--- src/hdl/lir_pkg.sv ---
// shared types and constants of the linear interpolation resampler
// no dependencies; every other file of the block refers to it by scoped names
package lir_pkg;

   localparam int FRAC_BITS_DEF = 16;
   localparam int SAMPLE_W      = 16;
   localparam int STEP_W        = 21;
   localparam int RUN_CAP       = 64;
   localparam int CNT_W         = $clog2(RUN_CAP);
   localparam int CSR_IDX_W     = 2;

   typedef logic signed [SAMPLE_W-1:0] sample_type;

   typedef enum logic [CSR_IDX_W-1:0] {
      CSR_STEREO_SOURCE = 2'd0,
      CSR_BYPASS        = 2'd1,
      CSR_PHASE_STEP    = 2'd2
   } csr_index_type;

   typedef enum logic [2:0] {
      S_IDLE,
      S_CHECK,
      S_LEFT,
      S_RIGHT,
      S_CAP_L,
      S_CAP_R,
      S_EMIT,
      S_FINISH
   } state_type;

endpackage

--- src/hdl/lir_req_if.sv ---
// request channel: one source frame per request
// depends on lir_pkg
interface lir_req_if;
   logic                  valid;
   logic                  ready;
   lir_pkg::sample_type   left_sample;
   lir_pkg::sample_type   right_sample;
   logic                  end_of_data;

   modport source (output valid, output left_sample, output right_sample,
                   output end_of_data, input ready);
   modport sink   (input valid, input left_sample, input right_sample,
                   input end_of_data, output ready);
endinterface

--- src/hdl/lir_rsp_if.sv ---
// result channel: one stereo output frame with run and stream flags
// depends on lir_pkg
interface lir_rsp_if;
   logic                  valid;
   logic                  ready;
   lir_pkg::sample_type   left_out;
   lir_pkg::sample_type   right_out;
   logic                  sample_valid;
   logic                  run_last;
   logic                  stream_end;

   modport source (output valid, output left_out, output right_out,
                   output sample_valid, output run_last, output stream_end,
                   input ready);
   modport sink   (input valid, input left_out, input right_out,
                   input sample_valid, input run_last, input stream_end,
                   output ready);
endinterface

--- src/hdl/lir_lerp_unit.sv ---
// shared two-stage interpolation unit: trunc(a + (b - a) * f), f in fixed point
// depends on lir_pkg; the product and a are registered first, then the result
module lir_lerp_unit #(
   parameter int FRAC_BITS = lir_pkg::FRAC_BITS_DEF
) (
   input  logic                  clock,
   input  lir_pkg::sample_type   a,
   input  lir_pkg::sample_type   b,
   input  logic [FRAC_BITS-1:0]  f,
   output lir_pkg::sample_type   result
);

   localparam int DIFF_W = lir_pkg::SAMPLE_W + 1;
   localparam int NUM_W  = FRAC_BITS + lir_pkg::SAMPLE_W + 2;

   logic signed [DIFF_W-1:0]  diff;
   logic signed [NUM_W-1:0]   prod_in;
   logic signed [NUM_W-1:0]   prod_ff;
   lir_pkg::sample_type       base_ff;
   logic signed [NUM_W-1:0]   num;
   logic signed [NUM_W-1:0]   adj;
   logic signed [NUM_W-1:0]   quot;
   lir_pkg::sample_type       result_in;
   lir_pkg::sample_type       result_ff;

   assign diff    = DIFF_W'(b) - DIFF_W'(a);
   assign prod_in = NUM_W'(diff * $signed({1'b0, f}));

   always_comb begin
      num = {{2{base_ff[lir_pkg::SAMPLE_W-1]}}, base_ff, {FRAC_BITS{1'b0}}} + prod_ff;
      if (num[NUM_W-1]) begin
         adj = num + NUM_W'((64'd1 << FRAC_BITS) - 64'd1);
      end else begin
         adj = num;
      end
      quot      = adj >>> FRAC_BITS;
      result_in = quot[lir_pkg::SAMPLE_W-1:0];
   end

   always_ff @(posedge clock) begin
      prod_ff   <= prod_in;
      base_ff   <= a;
      result_ff <= result_in;
   end

   assign result = result_ff;

endmodule

--- src/hdl/linear_interp_resampler.sv ---
// sequence: a bypass request goes from idle straight to emit, which loads the output register;
// an interpolated request runs idle and check steps, then per output left and right through
// the one shared multiplier, capture of left and right, and emit, then a finish step; a bare
// end marker runs idle, check, finish and emit
// throughput: one request at a time, at most 64 outputs per request; stalls hold emit
// reset: synchronous, clears control state, held frame and phase, registers to defaults
module linear_interp_resampler #(
   parameter int FRAC_BITS = lir_pkg::FRAC_BITS_DEF
) (
   input  logic                              clock,
   input  logic                              reset,
   input  logic                              csr_wr_en,
   input  logic [lir_pkg::CSR_IDX_W-1:0]     csr_index,
   input  logic [lir_pkg::STEP_W-1:0]        csr_wr_data,
   lir_req_if.sink                           req_bus,
   lir_rsp_if.source                         rsp_bus
);

   localparam int PW    = FRAC_BITS + 5;
   localparam int SW    = ((PW > lir_pkg::STEP_W) ? PW : lir_pkg::STEP_W) + 1;
   localparam logic [PW-1:0] PHASE_ONE = PW'(64'd1 << FRAC_BITS);
   localparam logic [PW-1:0] PHASE_MAX = {PW{1'b1}};
   localparam logic [lir_pkg::STEP_W-1:0] STEP_RESET =
      lir_pkg::STEP_W'(64'd1 << FRAC_BITS);
   localparam logic [lir_pkg::CNT_W-1:0] CNT_LAST = lir_pkg::CNT_W'(lir_pkg::RUN_CAP - 1);

   lir_pkg::state_type state_ff, state_in;

   logic                        stereo_ff, stereo_in;
   logic                        bypass_ff, bypass_in;
   logic [lir_pkg::STEP_W-1:0]  step_ff, step_in;

   lir_pkg::sample_type         prev_l_ff, prev_l_in, prev_r_ff, prev_r_in;
   logic                        have_prev_ff, have_prev_in;
   logic [PW-1:0]               phase_ff, phase_in;

   lir_pkg::sample_type         cur_l_ff, cur_l_in, cur_r_ff, cur_r_in;
   logic                        last_ff, last_in;
   logic [lir_pkg::CNT_W-1:0]   cnt_ff, cnt_in;
   logic                        any_ff, any_in;
   logic                        more_ff, more_in;
   logic                        term_ff, term_in;

   lir_pkg::sample_type         pend_l_ff, pend_l_in, pend_r_ff, pend_r_in;
   logic                        pend_valid_ff, pend_valid_in;
   logic                        pend_run_last_ff, pend_run_last_in;
   logic                        pend_end_ff, pend_end_in;

   logic                        rsp_valid_ff, rsp_valid_in;
   lir_pkg::sample_type         rsp_l_ff, rsp_l_in, rsp_r_ff, rsp_r_in;
   logic                        rsp_sv_ff, rsp_sv_in;
   logic                        rsp_rl_ff, rsp_rl_in;
   logic                        rsp_se_ff, rsp_se_in;

   logic                        req_fire;
   logic                        slot_free;
   logic                        emit_load;
   logic                        phase_low;
   logic [SW-1:0]               phase_sum;
   logic [PW-1:0]               phase_sat;
   logic                        sat_low;
   lir_pkg::sample_type         req_r_eff;
   lir_pkg::sample_type         unit_a, unit_b, unit_result;

   assign req_bus.ready = (state_ff == lir_pkg::S_IDLE);
   assign req_fire      = req_bus.valid && req_bus.ready;
   assign slot_free     = !rsp_valid_ff || rsp_bus.ready;
   assign emit_load     = (state_ff == lir_pkg::S_EMIT) && slot_free;
   assign phase_low     = (phase_ff < PHASE_ONE);
   assign phase_sum     = SW'(phase_ff) + SW'(step_ff);
   assign phase_sat     = (phase_sum > SW'(PHASE_MAX)) ? PHASE_MAX : phase_sum[PW-1:0];
   assign sat_low       = (phase_sat < PHASE_ONE);
   assign req_r_eff     = stereo_ff ? req_bus.right_sample : req_bus.left_sample;

   // shared multiplier: left operands first, right operands in the cycle after
   always_comb begin
      if (state_ff == lir_pkg::S_RIGHT) begin
         unit_a = prev_r_ff;
         unit_b = cur_r_ff;
      end else begin
         unit_a = prev_l_ff;
         unit_b = cur_l_ff;
      end
   end

   lir_lerp_unit #(
      .FRAC_BITS (FRAC_BITS)
   ) u_lerp (
      .clock  (clock),
      .a      (unit_a),
      .b      (unit_b),
      .f      (phase_ff[FRAC_BITS-1:0]),
      .result (unit_result)
   );

   // next state
   always_comb begin
      state_in = state_ff;
      case (state_ff)
         lir_pkg::S_IDLE: begin
            if (req_fire) begin
               state_in = bypass_ff ? lir_pkg::S_EMIT : lir_pkg::S_CHECK;
            end
         end
         lir_pkg::S_CHECK: begin
            state_in = (have_prev_ff && phase_low) ? lir_pkg::S_LEFT : lir_pkg::S_FINISH;
         end
         lir_pkg::S_LEFT:  state_in = lir_pkg::S_RIGHT;
         lir_pkg::S_RIGHT: state_in = lir_pkg::S_CAP_L;
         lir_pkg::S_CAP_L: state_in = lir_pkg::S_CAP_R;
         lir_pkg::S_CAP_R: state_in = lir_pkg::S_EMIT;
         lir_pkg::S_EMIT: begin
            if (slot_free) begin
               if (term_ff) begin
                  state_in = lir_pkg::S_IDLE;
               end else if (more_ff) begin
                  state_in = lir_pkg::S_LEFT;
               end else begin
                  state_in = lir_pkg::S_FINISH;
               end
            end
         end
         lir_pkg::S_FINISH: begin
            state_in = (last_ff && !any_ff) ? lir_pkg::S_EMIT : lir_pkg::S_IDLE;
         end
         default: state_in = lir_pkg::S_IDLE;
      endcase
   end

   // datapath and registers
   always_comb begin
      stereo_in        = stereo_ff;
      bypass_in        = bypass_ff;
      step_in          = step_ff;
      prev_l_in        = prev_l_ff;
      prev_r_in        = prev_r_ff;
      have_prev_in     = have_prev_ff;
      phase_in         = phase_ff;
      cur_l_in         = cur_l_ff;
      cur_r_in         = cur_r_ff;
      last_in          = last_ff;
      cnt_in           = cnt_ff;
      any_in           = any_ff;
      more_in          = more_ff;
      term_in          = term_ff;
      pend_l_in        = pend_l_ff;
      pend_r_in        = pend_r_ff;
      pend_valid_in    = pend_valid_ff;
      pend_run_last_in = pend_run_last_ff;
      pend_end_in      = pend_end_ff;

      if (csr_wr_en) begin
         case (lir_pkg::csr_index_type'(csr_index))
            lir_pkg::CSR_STEREO_SOURCE: stereo_in = csr_wr_data[0];
            lir_pkg::CSR_BYPASS:        bypass_in = csr_wr_data[0];
            lir_pkg::CSR_PHASE_STEP:    step_in   = csr_wr_data;
            default: ;
         endcase
      end

      case (state_ff)
         lir_pkg::S_IDLE: begin
            if (req_fire) begin
               cur_l_in = req_bus.left_sample;
               cur_r_in = req_r_eff;
               last_in  = req_bus.end_of_data;
               cnt_in   = '0;
               any_in   = 1'b0;
               more_in  = 1'b0;
               term_in  = bypass_ff;
               if (bypass_ff) begin
                  pend_l_in        = req_bus.left_sample;
                  pend_r_in        = req_r_eff;
                  pend_valid_in    = 1'b1;
                  pend_run_last_in = 1'b1;
                  pend_end_in      = req_bus.end_of_data;
                  if (req_bus.end_of_data) begin
                     have_prev_in = 1'b0;
                     phase_in     = '0;
                  end
               end
            end
         end
         lir_pkg::S_CAP_L: begin
            pend_l_in = unit_result;
         end
         lir_pkg::S_CAP_R: begin
            pend_r_in        = unit_result;
            pend_valid_in    = 1'b1;
            phase_in         = phase_sat;
            more_in          = sat_low && (cnt_ff != CNT_LAST);
            pend_run_last_in = !(sat_low && (cnt_ff != CNT_LAST));
            pend_end_in      = !(sat_low && (cnt_ff != CNT_LAST)) && last_ff;
            cnt_in           = cnt_ff + lir_pkg::CNT_W'(1);
            any_in           = 1'b1;
         end
         lir_pkg::S_FINISH: begin
            if (have_prev_ff) begin
               phase_in = phase_low ? '0 : (phase_ff - PHASE_ONE);
            end
            prev_l_in    = cur_l_ff;
            prev_r_in    = cur_r_ff;
            have_prev_in = 1'b1;
            if (last_ff) begin
               have_prev_in = 1'b0;
               phase_in     = '0;
               if (!any_ff) begin
                  pend_l_in        = '0;
                  pend_r_in        = '0;
                  pend_valid_in    = 1'b0;
                  pend_run_last_in = 1'b1;
                  pend_end_in      = 1'b1;
                  term_in          = 1'b1;
               end
            end
         end
         default: ;
      endcase
   end

   // output register
   always_comb begin
      rsp_valid_in = rsp_valid_ff && !rsp_bus.ready;
      rsp_l_in     = rsp_l_ff;
      rsp_r_in     = rsp_r_ff;
      rsp_sv_in    = rsp_sv_ff;
      rsp_rl_in    = rsp_rl_ff;
      rsp_se_in    = rsp_se_ff;
      if (emit_load) begin
         rsp_valid_in = 1'b1;
         rsp_l_in     = pend_l_ff;
         rsp_r_in     = pend_r_ff;
         rsp_sv_in    = pend_valid_ff;
         rsp_rl_in    = pend_run_last_ff;
         rsp_se_in    = pend_end_ff;
      end
   end

   always_ff @(posedge clock) begin
      if (reset) begin
         state_ff     <= lir_pkg::S_IDLE;
         stereo_ff    <= 1'b1;
         bypass_ff    <= 1'b1;
         step_ff      <= STEP_RESET;
         prev_l_ff    <= '0;
         prev_r_ff    <= '0;
         have_prev_ff <= 1'b0;
         phase_ff     <= '0;
         last_ff      <= 1'b0;
         cnt_ff       <= '0;
         any_ff       <= 1'b0;
         more_ff      <= 1'b0;
         term_ff      <= 1'b0;
         rsp_valid_ff <= 1'b0;
      end else begin
         state_ff     <= state_in;
         stereo_ff    <= stereo_in;
         bypass_ff    <= bypass_in;
         step_ff      <= step_in;
         prev_l_ff    <= prev_l_in;
         prev_r_ff    <= prev_r_in;
         have_prev_ff <= have_prev_in;
         phase_ff     <= phase_in;
         last_ff      <= last_in;
         cnt_ff       <= cnt_in;
         any_ff       <= any_in;
         more_ff      <= more_in;
         term_ff      <= term_in;
         rsp_valid_ff <= rsp_valid_in;
      end
   end

   always_ff @(posedge clock) begin
      cur_l_ff         <= cur_l_in;
      cur_r_ff         <= cur_r_in;
      pend_l_ff        <= pend_l_in;
      pend_r_ff        <= pend_r_in;
      pend_valid_ff    <= pend_valid_in;
      pend_run_last_ff <= pend_run_last_in;
      pend_end_ff      <= pend_end_in;
      rsp_l_ff         <= rsp_l_in;
      rsp_r_ff         <= rsp_r_in;
      rsp_sv_ff        <= rsp_sv_in;
      rsp_rl_ff        <= rsp_rl_in;
      rsp_se_ff        <= rsp_se_in;
   end

   assign rsp_bus.valid        = rsp_valid_ff;
   assign rsp_bus.left_out     = rsp_l_ff;
   assign rsp_bus.right_out    = rsp_r_ff;
   assign rsp_bus.sample_valid = rsp_sv_ff;
   assign rsp_bus.run_last     = rsp_rl_ff;
   assign rsp_bus.stream_end   = rsp_se_ff;

   // pending output waits while the result slot is full
   a_emit_waits: assert property (@(posedge clock) disable iff (reset)
      (state_ff == lir_pkg::S_EMIT) && rsp_valid_ff && !rsp_bus.ready
      |=> (state_ff == lir_pkg::S_EMIT))
      else $error("emit left before the result slot was free");

   // run stops at the cap
   a_run_cap: assert property (@(posedge clock) disable iff (reset)
      (state_ff == lir_pkg::S_CAP_R) && (cnt_ff == CNT_LAST)
      |=> !more_ff && pend_run_last_ff)
      else $error("run continued past the cap");

   // bypass request goes straight to a single emit
   a_bypass_path: assert property (@(posedge clock) disable iff (reset)
      req_fire && bypass_ff |=> (state_ff == lir_pkg::S_EMIT) && term_ff && pend_valid_ff)
      else $error("bypass request did not produce one result");

   // end of stream clears held frame and phase
   a_end_clears: assert property (@(posedge clock) disable iff (reset)
      (state_ff == lir_pkg::S_FINISH) && last_ff |=> !have_prev_ff && (phase_ff == '0))
      else $error("end of data left state behind");

endmodule
--- src/flat_wrapper.sv ---
// flat-port wrapper written by rule: the top's interface ports become plain ports
module linear_interp_resampler_flat 
#(
   parameter int FRAC_BITS = lir_pkg::FRAC_BITS_DEF
)
  (clock, reset, csr_wr_en, csr_index, csr_wr_data, req_bus_valid, req_bus_left_sample, req_bus_right_sample, req_bus_end_of_data, req_bus_ready, rsp_bus_valid, rsp_bus_left_out, rsp_bus_right_out, rsp_bus_sample_valid, rsp_bus_run_last, rsp_bus_stream_end, rsp_bus_ready);
  lir_req_if req_bus_i ();
  lir_rsp_if rsp_bus_i ();
  input  logic clock;
  input  logic reset;
  input  logic csr_wr_en;
  input  logic [lir_pkg::CSR_IDX_W-1:0] csr_index;
  input  logic [lir_pkg::STEP_W-1:0] csr_wr_data;
  input wire logic [$bits(req_bus_i.valid)-1:0] req_bus_valid;
  input wire logic [$bits(req_bus_i.left_sample)-1:0] req_bus_left_sample;
  input wire logic [$bits(req_bus_i.right_sample)-1:0] req_bus_right_sample;
  input wire logic [$bits(req_bus_i.end_of_data)-1:0] req_bus_end_of_data;
  output wire logic [$bits(req_bus_i.ready)-1:0] req_bus_ready;
  output wire logic [$bits(rsp_bus_i.valid)-1:0] rsp_bus_valid;
  output wire logic [$bits(rsp_bus_i.left_out)-1:0] rsp_bus_left_out;
  output wire logic [$bits(rsp_bus_i.right_out)-1:0] rsp_bus_right_out;
  output wire logic [$bits(rsp_bus_i.sample_valid)-1:0] rsp_bus_sample_valid;
  output wire logic [$bits(rsp_bus_i.run_last)-1:0] rsp_bus_run_last;
  output wire logic [$bits(rsp_bus_i.stream_end)-1:0] rsp_bus_stream_end;
  input wire logic [$bits(rsp_bus_i.ready)-1:0] rsp_bus_ready;
  assign req_bus_i.valid = req_bus_valid;
  assign req_bus_i.left_sample = req_bus_left_sample;
  assign req_bus_i.right_sample = req_bus_right_sample;
  assign req_bus_i.end_of_data = req_bus_end_of_data;
  assign req_bus_ready = req_bus_i.ready;
  assign rsp_bus_valid = rsp_bus_i.valid;
  assign rsp_bus_left_out = rsp_bus_i.left_out;
  assign rsp_bus_right_out = rsp_bus_i.right_out;
  assign rsp_bus_sample_valid = rsp_bus_i.sample_valid;
  assign rsp_bus_run_last = rsp_bus_i.run_last;
  assign rsp_bus_stream_end = rsp_bus_i.stream_end;
  assign rsp_bus_i.ready = rsp_bus_ready;
  linear_interp_resampler #(.FRAC_BITS(FRAC_BITS)) u_core (.clock(clock), .reset(reset), .csr_wr_en(csr_wr_en), .csr_index(csr_index), .csr_wr_data(csr_wr_data), .req_bus(req_bus_i), .rsp_bus(rsp_bus_i));
endmodule
--- config.mk ---
export PLATFORM = sky130hd
export DESIGN_NAME = linear_interp_resampler_flat
export DESIGN_NICKNAME = d
export VERILOG_FILES = /design/src/hdl/lir_pkg.sv /design/src/hdl/lir_req_if.sv /design/src/hdl/lir_rsp_if.sv /design/src/hdl/lir_lerp_unit.sv /design/src/hdl/linear_interp_resampler.sv /design/src/flat_wrapper.sv
export SDC_FILE = /design/constraint.sdc
export NUM_CORES = 1
export LEC_CHECK = 0
export ABC_AREA = 1
export BUFFER_PORTS_ARGS = -buffer_cell sky130_fd_sc_hd__buf_2
export CORE_MARGIN = 2
export CORE_UTILIZATION = 45
export DETAILED_ROUTE_END_ITERATION = 10
export GPL_TIMING_DRIVEN = 0
export PLACE_DENSITY_LB_ADDON = 0.3
export SLEW_MARGIN = 20
export SYNTH_ARGS = -nofsm -noshare
export SYNTH_HDL_FRONTEND = slang
export SYNTH_SLANG_ARGS = --single-unit
--- constraint.sdc ---
create_clock -name clock -period 11.5 [get_ports clock]
set_input_delay 0.575 -clock clock [delete_from_list [all_inputs] [get_ports clock]]
set_output_delay 0.575 -clock clock [all_outputs]
set_load 0.05 [all_outputs]
After elaboration in Yosys (flattened, before gate mapping)
Index checks and enable logic that the tools add are counted.
{ "totals": {"register_bits": 259, "input_bits": 61, "out_inout_bits": 37, "wordCells": 137} }
{ "classes": {"add_sub_neg": 6, "mul": 1, "order_cmp": 3, "n_eq_ne": 17, "mux": 52, "reduce_logical": 29} }
{ "ops": {"columns": ["operator", "count"], "rows": [
  ["two-way mux 21 bit", 7],
  ["two-way mux 16 bit", 9],
  ["one-hot mux 16 bit (3 select lines)", 2],
  ["one-hot mux 21 bit (3 select lines)", 1],
  ["less-than comparator 21 x 17 -> 1 bit, second input constant", 2],
  ["adder 34 bit", 1],
  ["multiplier 17 x 17 -> 34 bit", 1],
  ["adder 32 x 16 -> 32 bit, second input constant", 1],
  ["two-way mux 32 bit", 1],
  ["one-hot mux 3 bit (8 select lines)", 1],
  ["adder 21 x 21 -> 22 bit", 1],
  ["> comparator 22 x 21 -> 1 bit, second input constant", 1],
  ["two-way mux 3 bit", 7],
  ["subtractor 21 x 17 -> 21 bit, second input constant", 1],
  ["subtractor 16 x 16 -> 17 bit", 1],
  ["two-way mux 1 bit", 15],
  ["AND reduction 5 bit", 3],
  ["equality test 3 bit, second input constant", 4],
  ["one-hot mux 6 bit (2 select lines)", 1],
  ["AND reduction 2 bit", 6],
  ["one-hot mux 1 bit (3 select lines)", 3],
  ["!= test 2 bit, second input constant", 4],
  ["one-hot mux 1 bit (2 select lines)", 4],
  ["AND reduction 4 bit", 2],
  ["other kinds (16)", 29]
]} }

Depth between registers and ports, before layout
Gate-level depths: netlist of run 1.
{ "logic_depth": {"depth_word": 8, "ltp_mapped": 44, "mapped_depth_nobuf": 40} }

Hierarchy
From an unflattened synthesis of run 1, not the netlist that was laid out.
{ "hier_totals": {"hier_cells": 2923, "hier_area_um2": 23663.9} }
{ "modules_own_cells": {"columns": ["module", "n_inst", "cells_per_inst", "area_each_um2", "seq_area_each_um2"], "rows": [
  ["lir_lerp_unit", 1, 1843, 14461.4, 1321.3],
  ["linear_interp_resampler", 1, 1080, 9202.6, 4884.7]
]} }

Worst setup path before layout of run 1
No wires, ideal clock.
{ "synth_path": {"path_kind": "register to register", "start": "register u_core.state_ff[0]", "end": "register u_core.u_lerp.prod_ff[29]", "setup_ns": 0.119, "arrival_ns": 7.704, "t_required_ns": 11.381, "setup_slack_ns": 3.677, "stages_incl_launch_ff": 38, "path_buffers": 3, "synth_period_minus_slack_ns": 7.823, "cell_sequence": "dfxtp_1 nand2_1 inv_1 nand2_1 buf_2 clkbuf_1 mux2i_1 ha_1 inv_1 fa_1 nand3_1 nand2_1 nand2_1 o211ai_2 nand3_1 nand3_1 nand2_1 buf_2 [2 not listed] inv_1 fa_1 inv_1 fa_1 fa_1 fa_1 inv_1 fa_1 inv_1 ha_1 nand2_1 nor2_1 inv_1 nor2_1 nand2_1 o211ai_1 a21oi_1 xnor2_1"} }
{ "synth_via": {"elab_chain_len": 4, "word_cells_on_any_way": 5, "classes_between": "add/sub (1); mul (1); eq/ne (1); mux (2)"} }
{ "synth_lines": {"columns": ["item", "line_no", "source"], "rows": [
  ["from (decl)", "linear_interp_resampler.sv:27", "lir_pkg::state_type state_ff, state_in;"],
  ["from (signal assigned)", "linear_interp_resampler.sv:241", "state_ff <= lir_pkg::S_IDLE;"],
  ["from (signal assigned)", "linear_interp_resampler.sv:256", "state_ff <= state_in;"],
  ["equality test 3 x 2 -> 1 bit *", "linear_interp_resampler.sv:77", "if (state_ff == lir_pkg::S_RIGHT) begin"],
  ["two-way mux 16 bit", "linear_interp_resampler.sv:77", null],
  ["subtractor 16 x 16 -> 17 bit *", "lir_lerp_unit.sv:26", "assign diff = DIFF_W'(b) - DIFF_W'(a);"],
  ["multiplier 17 x 17 -> 34 bit *", "lir_lerp_unit.sv:27", "assign prod_in = NUM_W'(diff * $signed({1'b0, f}));"],
  ["net u_core.u_lerp.prod_in[29]", "lir_lerp_unit.sv:17", "logic signed [NUM_W-1:0] prod_in;"],
  ["to (signal assigned)", "lir_lerp_unit.sv:41", "prod_ff <= prod_in;"],
  ["to (decl)", "lir_lerp_unit.sv:18", "logic signed [NUM_W-1:0] prod_ff;"]
]} }
Mark *: on every way through the listed nets, which the timed path passes. The rest lies on a longest branch.
A chain may end at the register's enable or synchronous reset.

Final worst setup path of run 1
{ "layout_path": {"start": "register u_core.state_ff[0]", "end": "register u_core.u_lerp.prod_ff[24]"} }
{ "layout_via": {"elab_chain_len": 4, "word_cells_on_any_way": 5, "classes_between": "add/sub (1); mul (1); eq/ne (1); mux (2)"} }
{ "layout_lines": {"columns": ["item", "line_no", "source"], "rows": [
  ["equality test 3 x 2 -> 1 bit", "linear_interp_resampler.sv:77", null],
  ["two-way mux 16 bit", "linear_interp_resampler.sv:77", null],
  ["net u_core.u_lerp.a[0]", "lir_lerp_unit.sv:7", "input lir_pkg::sample_type a,"],
  ["subtractor 16 x 16 -> 17 bit", "lir_lerp_unit.sv:26", null],
  ["multiplier 17 x 17 -> 34 bit", "lir_lerp_unit.sv:27", null],
  ["net u_core.u_lerp.prod_in[24]", "lir_lerp_unit.sv:17", null]
]} }
The timed path passes the listed nets, and every way through them passes these cells.

==> impl_results.md, run 1 <==
* Seq cells post-synth at 259
* Sequential fraction of the synthesis area at 26.7%
* Pleak at 12.6 nW
* Worst EP required at 11.99 ns
* Post-synthesis simple-gate area fraction at 18.0%
* EDFF count, synth at 102
* Compound-Gate Fraction of Synth Area at 8.57%
* Register area at 6210 µm²
* Worst-Margin Slew at 1.14 ns
* Max Slew Vio Count at 0
* Maximum vdd drop at 97.5 µV
* Pre-antenna DRT Iters at 6
* Post-Route Skew at 0.0209 ns
* H-tree Lvls at 1
* I/O pin cnt at 98
* Core area at 51200 µm²
* MaxCap Viol Count at 0
* Largest net degree at the start of global routing at 31
* Synth Area in XOR/XNOR at 3.05%
* Clock buffer depth at 3
* Num CTS Buffers at 27
* Yosys warning count at 0
* Starting density of the core at 45.3%
* Initial antenna violation count at 0
* Crit Path Max Fanout at 10
* Final Net Count at 3470
* Most common cell after layout, fill and taps aside: inv_1
* RSZ-0062 raised after global routing: no
* Final Wtd Congestion at 0.984
* Crit path DAT at 10.45 ns
* Synth-to-layout area growth at 10.1%
* CP max-delay cell: xor2_1
* Skew-Pair Late Insertion Delay at 0.57 ns
* Crit. End Element: flip-flop
* Startpoint Class: flip-flop
* Prevailing post-synth register cell: dfxtp_1
* Final WS setup at 1.54 ns
* Setup-failing EPs final at 0
* Fin. Hold Viols at 0
* Slew HR at 23.4%
* Period utilization at 86.6%
* Post-synthesis async set-or-reset flop share at 0%
* Core Rows at 83
* Max Fclk at 0.100 GHz
* First-pass GRT wire length at 100000 µm
* Pre-CTS setup slack at 1.67 ns
* Drt drc at 0
* Cells after Synth at 2860
* Final wirelength at 63300 µm
* Most frequent cells in the layout: inv_1 (612), nand2_1 (567), nor2_1 (294)
* Max incr delay on CP at 0.91 ns
* Antenna viol nets, final at 0
* Port bufs at 96
* Cell area after synthesis at 23200 µm²
* Distinct cells, synth at 52
* HPWL Detailed at 52700 µm
* Setup_tns at 0 ns
* WL per Instance at 17.1 µm
* Die ar. at 53400 µm²
* Combinational family with the most area after synthesis: adder cells
* Fraction of layout instances using a drive strength above 1 at 7.08%
* Footprint of the multi-input gates at 14400 µm²
* Via-to-Cell Ratio at 5.12
* Clock transition at path regs at 0.06 ns
* Vias in the first global route at 19100
* Net Count, Synth at 3341
* DR vias at 18900
* Hold WC Path Type: primary input to flip-flop
* PD cells at 151 nW/µm²
* Fillers at 4979
* CTS tree: yes
* CTS Sinks at 259
* Post-CTS Setup Inserts at 0
* Gr usage total at 23.9%
* Grt ovf at 0
* Final period demand of the worst path at 9.96 ns
* Root Driver: clkbuf_16
* WS Path Type: flip-flop to flip-flop
* Post_cts resized at 0
* Post-synthesis mux area share at 0.771%
* Avg Inst Size Synth at 8.12 µm²
* First DRT Iteration DRCs at 1437
* Antenna diodes at 0
* Status: complete, no violations
* Adder-cell area share of the yosys netlist at 31.6%
* Hold-fix buffers, CTS at 0
* Die height at 231 µm
* Die X-Extent at 231 µm
[per-layer routing]
metal	share of wire (%)	up-vias	track usage [%]
met1	44	9050	32.5
met5	0	-	0
met3	6.2	125	2.71
li1	-	9055	-
met2	46	647	39.6
met4	3.6	0	8.27
[registers in the layout, summed over array words and instances (netlist names), 6 cells and up]
| register | cells |
|---|---|
| u_core.u_lerp.result | 16 |
| u_core.prev_l_ff | 16 |
| u_core.cur_r_ff | 16 |
| u_core.pend_r_ff | 16 |
| u_core.step_ff | 21 |
| u_core.cnt_ff | 6 |
| u_core.prev_r_ff | 16 |
| u_core.pend_l_ff | 16 |
| u_core.cur_l_ff | 16 |
| u_core.rsp_bus.right_out | 16 |
| u_core.u_lerp.prod_ff | 34 |
| u_core.u_lerp.base_ff | 16 |
| u_core.rsp_bus.left_out | 16 |
| u_core.phase_ff | 21 |
[per-stage QoR]
step	cell area (µm²)	hold WS (ns)	power [mW]	instances	util, %
after CTS	25500	0.195	3.85	3690	49.9
after global placement	24500	0.401	2.92	3636	47.9
after floorplan	23200	0.400	2.32	2860	-
final	25500	0.213	3.86	3690	49.9
after global routing	25500	0.207	4.06	3690	49.9
after detailed placement	24600	0.405	2.96	3640	48.1
[cell usage after synthesis (all sizes together) (5+ instances only)]
cell type  number  area (µm²)
a21oi         138         702
buf            10        63.8
clkbuf         60         225
ha            143        1790
clkinv          6        22.5
edfxtp        102        3060
a31oi           8        50.1
a21o            7        52.6
inv           615        2310
o21a            6        45.0
nor2          302        1160
nor3           15        80.1
xor2           49         463
fa            277        5550
and2            5        31.3
or2            16         100
o21ai         186         946
nand3b          6        45.0
nor4            6        37.5
mux2           15         169
o211ai          5        42.5
xnor2          28         245
dfxtp         157        3140
o21bai          6        45.0
a221oi          5        43.8
nand3          89         450
nand2         569        2150
nand4          20         125
[area by class of cell]
class | instances | share of cell area [%]
clock inverters | 13 | 0.470
inverters | 621 | 9.12
well taps | 680 | 3.33
plain buffers | 70 | 1.13
multi-input cells | 1910 | 56.4
flip-flops and latches | 259 | 24.3
clock buffers | 37 | 3.07
repair buffers | 100 | 2.15
[worst max-delay path: cells and delay by family, from the launching register on]
kind                       cells  cell delay [ns]
DFF                            1             0.41
buffers and inverters          9             1.45
xor gates and xnor gates       2             1.06
adders and majority gates      9             4.05
AOI/OAI and AO/OA              5             1.42
and+or+nand+nor                9             1.48
[where the power goes]
group	internal, mW	switching (mW)
clock network	0.504	0.374
logic	0.414	1.28
registers	1.21	0.0818
total	2.13	1.74
[final timing paths]
check                                        from                               endpoint  slack (ns)  cells after the start
hold reg to reg    u_core.pend_l_ff[15]$_DFFE_PP_  u_core.rsp_bus.left_out[15]$_DFFE_PP_        0.42                      0
setup reg to reg  u_core.state_ff[0]$_SDFFE_PP0P_      u_core.u_lerp.prod_ff[24]$_DFF_P_        1.54                     34
setup / recovery  u_core.state_ff[0]$_SDFFE_PP0P_      u_core.u_lerp.prod_ff[24]$_DFF_P_        1.54                     34
hold / removal            req_bus_left_sample[15]          u_core.cur_l_ff[15]$_DFFE_PP_        0.21                      1
[logic make-up (layout without fill, tap and decap cells)]
family,after synthesis,after routing
flops,259,259
simple gates,1028,1028
mux,16,16
compound gates,369,369
fa+ha+maj,420,420
xor+xnor,77,77
buf+inv,691,841
(Power assumes the default switching activity.)
==> run 2, diff against run 1 <==
CORE_UTILIZATION = 55   (was 45)
==> impl_results.md, run 2 (same netlist as run 1, synthesis figures left out) <==
* Hold-fix buffers, CTS at 0 (unchanged)
* Worst min-delay path endpoint: u_core.cur_l_ff[10]$_DFFE_PP_ (was u_core.cur_l_ff[15]$_DFFE_PP_)
* CTS Sinks at 259 (unchanged)
* Post-CTS Setup Inserts at 0 (unchanged)
* Largest net degree at the start of global routing at 30 (was 31)
* Pre-CTS setup slack at 1.77 ns (was 1.67 ns)
* Post-Route Skew at 0.0224 ns (was 0.0209 ns)
* Pwr Total at 3.88 mW (was 3.86 mW)
* Crit path DAT at 10.24 ns (was 10.45 ns)
* I/O pin cnt at 98 (unchanged)
* First DRT Iteration DRCs at 1382 (was 1437)
* Drt drc at 0 (unchanged)
* Hold Path Depth at 1 (unchanged)
* Most common cell after layout, fill and taps aside: inv_1 (unchanged)
* CTS tree: yes (unchanged)
* Post_cts resized at 0 (unchanged)
* Max reg flops at 34 (unchanged)
* Root Driver: clkbuf_16 (unchanged)
* Port bufs at 96 (unchanged)
* RR Startpoint: u_core.state_ff[0]$_SDFFE_PP0P_ (unchanged)
* Worst EP required at 12.00 ns (was 11.99 ns)
* Footprint of the multi-input gates at 14400 µm² (unchanged)
* Layout Cell Area excl Fill at 25400 µm² (was 25500 µm²)
* WL per Instance at 17.4 µm (was 17.1 µm)
* WS Path Type: flip-flop to flip-flop (unchanged)
* CP max-delay cell: xor2_1 (unchanged)
* RSZ-0062 raised after global routing: no (unchanged)
* Final Net Count at 3471 (was 3470)
* Crit Path Max Fanout at 10 (unchanged)
* Register area at 6210 µm² (unchanged)
* Gr usage total at 28.7% (was 23.9%)
* Period utilization at 84.7% (was 86.6%)
* Worst-Margin Slew at 1.09 ns (was 1.14 ns)
* Clock buffer depth at 3 (unchanged)
* Num CTS Buffers at 28 (was 27)
* Fin. Hold Viols at 0 (unchanged)
* Vias in the first global route at 19200 (was 19100)
* Starting density of the core at 55.6% (was 45.3%)
* Max incr delay on CP at 0.87 ns (was 0.91 ns)
* Crit. End Element: flip-flop (unchanged)
* Register-to-Register Path Depth at 34 (unchanged)
* RR Endpoint: u_core.u_lerp.prod_ff[24]$_DFF_P_ (unchanged)
* Final period demand of the worst path at 9.74 ns (was 9.96 ns)
* Fraction of layout instances using a drive strength above 1 at 7.10% (was 7.08%)
* Largest registers: u_core.u_lerp.prod_ff (34), u_core.phase_ff (21), u_core.step_ff (21) (unchanged)
* Top reg by flops: u_core.u_lerp.prod_ff (unchanged)
* Fillers at 3670 (was 4979)
* Slew HR at 27.1% (was 23.4%)
* Pre-antenna DRT Iters at 6 (unchanged)
* Hold WC Path Type: primary input to flip-flop (unchanged)
* PD cells at 152 nW/µm² (was 151 nW/µm²)
* Die X-Extent at 209 µm (was 231 µm)
* Clock transition at path regs at 0.06 ns (about the same)
* Max Fclk at 0.103 GHz (was 0.100 GHz)
* Startpoint Class: flip-flop (unchanged)
* Core area at 41800 µm² (was 51200 µm²)
* Pleak at 12.6 nW (about the same)
* Most frequent cells in the layout: inv_1 (611), nand2_1 (567), nor2_1 (294) (was inv_1 (612), nand2_1 (567), nor2_1 (294))
* Via-to-Cell Ratio at 5.34 (was 5.12)
* First-pass GRT wire length at 98700 µm (was 100000 µm)
* HPWL Detailed at 51300 µm (was 52700 µm)
* Antenna diodes at 0 (unchanged)
* Setup_tns at 0 ns (unchanged)
* Grt ovf at 0 (unchanged)
* Die ar. at 43900 µm² (was 53400 µm²)
* Core Rows at 75 (was 83)
* Flop2flop setup slack at 1.76 ns (was 1.54 ns)
* Final Wtd Congestion at 0.946 (was 0.984)
* Skew-Pair Late Insertion Delay at 0.57 ns (about the same)
* Setup-failing EPs final at 0 (unchanged)
* Status: complete, no violations (unchanged)
* Maximum vdd drop at 171 µV (was 97.5 µV)
* Initial antenna violation count at 0 (unchanged)
* Die height at 209 µm (was 231 µm)
* Hold Path Origin: req_bus_left_sample[10] (was req_bus_left_sample[15])
* Final wirelength at 61800 µm (was 63300 µm)
* H-tree Lvls at 1 (unchanged)
* MaxCap Viol Count at 0 (unchanged)
* DR vias at 19000 (was 18900)
* Max Slew Vio Count at 0 (unchanged)
* Final WS setup at 1.76 ns (was 1.54 ns)
* Placed cell area at 24500 µm² (was 24600 µm²)
* Synth-to-layout area growth at 9.64% (was 10.1%)
* Antenna viol nets, final at 0 (unchanged)
-- run 2: cell types whose count changed in the layout (fill, tap and decap cells not counted), moves of 2 or more --
cell        change
bufinv_16       +2
clkbuf_8        -3
clkinvlp_4      +2
clkinv_2        -3
clkbuf_1        +2
-- run 2: metrics by stage --
step                      cells  hold WS, ns  util, %
after floorplan            2860        0.400        -
after global placement     3495        0.400     58.3
after detailed placement   3499        0.405     58.6
after CTS                  3551        0.206     60.9
after global routing       3551        0.212     60.9
final                      3551        0.223     60.9
-- run 2: area by class of cell --
type	instances	share of cell area (%)
plain buffers	70	1.14
well taps	539	2.65
clock buffers	37	3.04
inverters	621	9.16
flip-flops and latches	259	24.4
clock inverters	15	0.811
repair buffers	100	2.16
multi-input cells	1910	56.7
-- run 2: worst max-delay path by stage --
| stage | endpoint | cells past startpoint | from | slack [ns] |
|---|---|---|---|---|
| finish | u_core.u_lerp.prod_ff[24]$_DFF_P_ | 34 | u_core.state_ff[0]$_SDFFE_PP0P_ | 1.76 |
| global route | u_core.u_lerp.prod_ff[24]$_DFF_P_ | 34 | u_core.state_ff[0]$_SDFFE_PP0P_ | 1.22 |
| CTS | u_core.u_lerp.prod_ff[24]$_DFF_P_ | 34 | u_core.state_ff[0]$_SDFFE_PP0P_ | 1.79 |
| detailed placement | u_core.u_lerp.prod_ff[24]$_DFF_P_ | 34 | u_core.state_ff[0]$_SDFFE_PP0P_ | 1.77 |
| global placement | u_core.u_lerp.prod_ff[24]$_DFF_P_ | 34 | u_core.state_ff[0]$_SDFFE_PP0P_ | 1.87 |
| floorplan | u_core.u_lerp.prod_ff[29]$_DFF_P_ | 37 | u_core.state_ff[0]$_SDFFE_PP0P_ | 3.68 |
-- run 2: worst max-delay path: cells and delay by family, from the launching register on --
| kind | cells | cell delay [ns] |
|---|---|---|
| AO/OA/AOI/OAI | 5 | 1.41 |
| XOR/XNOR | 2 | 1.05 |
| adder cells (fa/ha/maj) | 9 | 4.01 |
| buffers and inverters | 9 | 1.38 |
| flip-flops | 1 | 0.42 |
| AND/OR/NAND/NOR | 9 | 1.38 |
-- run 2: power breakdown --
part           internal, mW  switching (mW)  total, mW
Clock                 0.550           0.387      0.937
Sequential             1.21          0.0811       1.29
Combinational         0.414            1.23       1.65
-- run 2: layer usage --
| layer | wire (µm) | part of all wire [%] | track usage (%) | vias to the layer above |
|---|---|---|---|---|
| met4 | 1720 | 2.8 | 8.57 | 0 |
| met5 | 0 | 0 | 0 | - |
| met1 | 25600 | 41 | 37.4 | 9115 |
| met2 | 29900 | 48 | 50.1 | 683 |
| met3 | 4560 | 7.4 | 4.03 | 111 |
| li1 | - | - | - | 9063 |
==> run 3, diff against run 2 <==
clock period = 8.54 ns   (was 11.5 ns; I/O delays follow)
==> impl_results.md, run 3 (same netlist as run 1, synthesis figures left out) <==
* Hold Path Depth at 1 (unchanged)
* Crit path DAT at 8.78 ns (was 10.24 ns)
* Max Slew Vio Count at 0 (unchanged)
* Final period demand of the worst path at 8.29 ns (was 9.74 ns)
* Skew-Pair Late Insertion Delay at 0.58 ns (was 0.57 ns)
* Max Used Layer: met4 (unchanged)
* First DRT Iteration DRCs at 1446 (was 1382)
* First-pass GRT wire length at 99400 µm (was 98700 µm)
* DR vias at 19200 (was 19000)
* RR Startpoint: u_core.state_ff[0]$_SDFFE_PP0P_ (unchanged)
* Pleak at 12.8 nW (was 12.6 nW)
* Antenna diodes at 0 (unchanged)
* Sw Pwr at 2.43 mW (was 1.70 mW)
* Flop2flop setup slack at 0.25 ns (was 1.76 ns)
* Met3 routed WL at 4600 µm (was 4560 µm)
* Net switching fraction of the power at 44.2% (was 43.9%)
* Worst-Margin Slew at 0.935 ns (was 1.09 ns)
* Drt drc at 0 (unchanged)
* Layout Cell Area excl Fill at 26000 µm² (was 25400 µm²)
* Final Wtd Congestion at 0.946 (unchanged)
* WL per Instance at 17.6 µm (was 17.4 µm)
* Starting density of the core at 55.6% (unchanged)
* Post-route met1 wirelength at 25900 µm (was 25600 µm)
* Core area at 41800 µm² (unchanged)
* Top reg by flops: u_core.u_lerp.prod_ff (unchanged)
* Die X-Extent at 209 µm (unchanged)
* Clock buffer depth at 3 (unchanged)
* Hold Slack at 0.0717 ns (was 0.223 ns)
* I/O pin cnt at 98 (unchanged)
* Footprint of the multi-input gates at 14800 µm² (was 14400 µm²)
* WS Path Type: flip-flop to flip-flop (unchanged)
* Most frequent cells in the layout: inv_1 (610), nand2_1 (556), nor2_1 (282) (was inv_1 (611), nand2_1 (567), nor2_1 (294))
* Pre-antenna DRT Iters at 8 (was 6)
* Clock transition at path regs at 0.07 ns (was 0.06 ns)
* DR WL met2 at 30000 µm (was 29900 µm)
* Grt ovf at 0 (unchanged)
* Max reg flops at 34 (unchanged)
* Via-to-Cell Ratio at 5.37 (was 5.34)
* RR Endpoint: u_core.u_lerp.prod_ff[29]$_DFF_P_ (was u_core.u_lerp.prod_ff[24]$_DFF_P_)
* Register-to-Register Path Depth at 33 (was 34)
* Register area at 6210 µm² (about the same)
* Core Rows at 75 (unchanged)
* Maximum vdd drop at 231 µV (was 171 µV)
* Root Driver: clkbuf_16 (unchanged)
* Final Net Count at 3488 (was 3471)
* Setup-failing EPs final at 0 (unchanged)
* Crit. End Element: flip-flop (unchanged)
* Die ar. at 43900 µm² (unchanged)
* Largest registers: u_core.u_lerp.prod_ff (34), u_core.phase_ff (21), u_core.step_ff (21) (unchanged)
* Period utilization at 97.1% (was 84.7%)
* Clock Power Share at 23.0% (was 24.2%)
* Initial antenna violation count at 0 (unchanged)
* Comb pwr share at 45.3% (was 42.5%)
* CP max-delay cell: fa_2 (was xor2_1)
* Port bufs at 96 (unchanged)
* MaxCap Viol Count at 0 (unchanged)
* Synth-to-layout area growth at 12.0% (was 9.64%)
* Largest net degree at the start of global routing at 30 (unchanged)
* Worst min-delay path endpoint: u_core.cur_l_ff[4]$_DFFE_PP_ (was u_core.cur_l_ff[10]$_DFFE_PP_)
* P_int at 3.06 mW (was 2.17 mW)
* Crit Path Max Fanout at 10 (unchanged)
* Vias in the first global route at 19300 (was 19200)
* Num CTS Buffers at 28 (unchanged)
* H-tree Lvls at 1 (unchanged)
* Final WS setup at 0.245 ns (was 1.76 ns)
* CP bufs+invs at 8 (was 9)
* Worst EP required at 9.03 ns (was 12.00 ns)
* PD cells at 211 nW/µm² (was 152 nW/µm²)
* Layout Cells excl Fill at 3568 (was 3551)
* HPWL Detailed at 51300 µm (unchanged)
* Antenna viol nets, final at 0 (unchanged)
* Post-Route Skew at 0.0251 ns (was 0.0224 ns)
* CTS tree: yes (unchanged)
* Hold Path Origin: req_bus_left_sample[4] (was req_bus_left_sample[10])
* Fraction of layout instances using a drive strength above 1 at 9.94% (was 7.10%)
* Fillers at 3599 (was 3670)
* Most common cell after layout, fill and taps aside: inv_1 (unchanged)
* Setup_tns at 0 ns (unchanged)
* Slew HR at 37.5% (was 27.1%)
* Placed cells at 3499 (unchanged)
* Top delay family on crit path: adder cells (unchanged)
* CTS Sinks at 259 (unchanged)
* Sequential share of power at 31.7% (was 33.3%)
* Max incr delay on CP at 0.62 ns (was 0.87 ns)
* Final wirelength at 62800 µm (was 61800 µm)
* Placed cell area at 24500 µm² (unchanged)
* Fin. Hold Viols at 0 (unchanged)
* Max Fclk at 0.121 GHz (was 0.103 GHz)
* Hold WC Path Type: primary input to flip-flop (unchanged)
* Die height at 209 µm (unchanged)
* Pre-CTS setup slack at -1.19 ns (was 1.77 ns)
* Status: complete, no violations (unchanged)
* Startpoint Class: flip-flop (unchanged)
* Gr usage total at 28.9% (was 28.7%)
-- run 3: cell types whose count changed in the layout (fill, tap and decap cells not counted), moves of 7 or more --
cell	change
o21ai_0	-17
buf_4	+16
o21ai_1	+13
nor2_1	-12
nand2_1	-11
fa_1	-10
fa_2	+10
nor2_2	+8
ha_1	-7
nand2_2	+7
-- run 3: how the worst max path moves through the flow --
stage,cells past startpoint,to,startpoint,slack (ns)
6_report,33,u_core.u_lerp.prod_ff[29]$_DFF_P_,u_core.state_ff[0]$_SDFFE_PP0P_,0.25
5_1_grt,34,u_core.u_lerp.prod_ff[29]$_DFF_P_,u_core.state_ff[0]$_SDFFE_PP0P_,-0.06
4_1_cts,32,u_core.u_lerp.prod_ff[29]$_DFF_P_,u_core.state_ff[0]$_SDFFE_PP0P_,0.001
3_5_place_dp,34,u_core.u_lerp.prod_ff[24]$_DFF_P_,u_core.state_ff[0]$_SDFFE_PP0P_,-1.19
3_3_place_gp,34,u_core.u_lerp.prod_ff[24]$_DFF_P_,u_core.state_ff[0]$_SDFFE_PP0P_,-1.09
2_1_floorplan,37,u_core.u_lerp.prod_ff[29]$_DFF_P_,u_core.state_ff[0]$_SDFFE_PP0P_,0.72
-- run 3: through the flow --
step,power (mW),util [%]
global route,5.74,62.2
CTS,5.28,61.4
detailed placement,3.90,58.6
global placement,3.85,58.3
floorplan,3.12,-
finish,5.49,62.2
-- run 3: what timing repair did --
action	CTS	global route
gates cloned	0	1
gates resized for setup	45	77
hold buffers	0	0
pin swaps	5	14
setup endpoints to repair	21	18
setup buffers	6	12
-- run 3: per-layer routing --
| layer | global-route usage (%) | vias to the layer above |
|---|---|---|
| met2 | 49.9 | 717 |
| met1 | 37.7 | 9231 |
| li1 | - | 9087 |
| met4 | 9.68 | 0 |
| met5 | 0 | - |
| met3 | 4.06 | 130 |
-- run 3: power by group through the flow --
stage               logic (mW)  registers (mW)  clock network, mW
CTS                       2.27            1.74               1.28
global placement          2.09            1.76                  0
finish                    2.49            1.74               1.26
detailed placement        2.14            1.76                  0
floorplan                 1.32            1.80                  0
global route              2.66            1.76               1.32
-- run 3: final cells by class --
cell class                 instances  share of cell area [%]
multi-input combinational       1911                    56.9
sequential                       259                    23.9
inverter                         621                    8.99
clock buffer                      37                    2.98
timing repair buffer             118                    2.67
tap                              539                    2.60
buffer                            68                    1.23
clock inverter                    15                   0.794
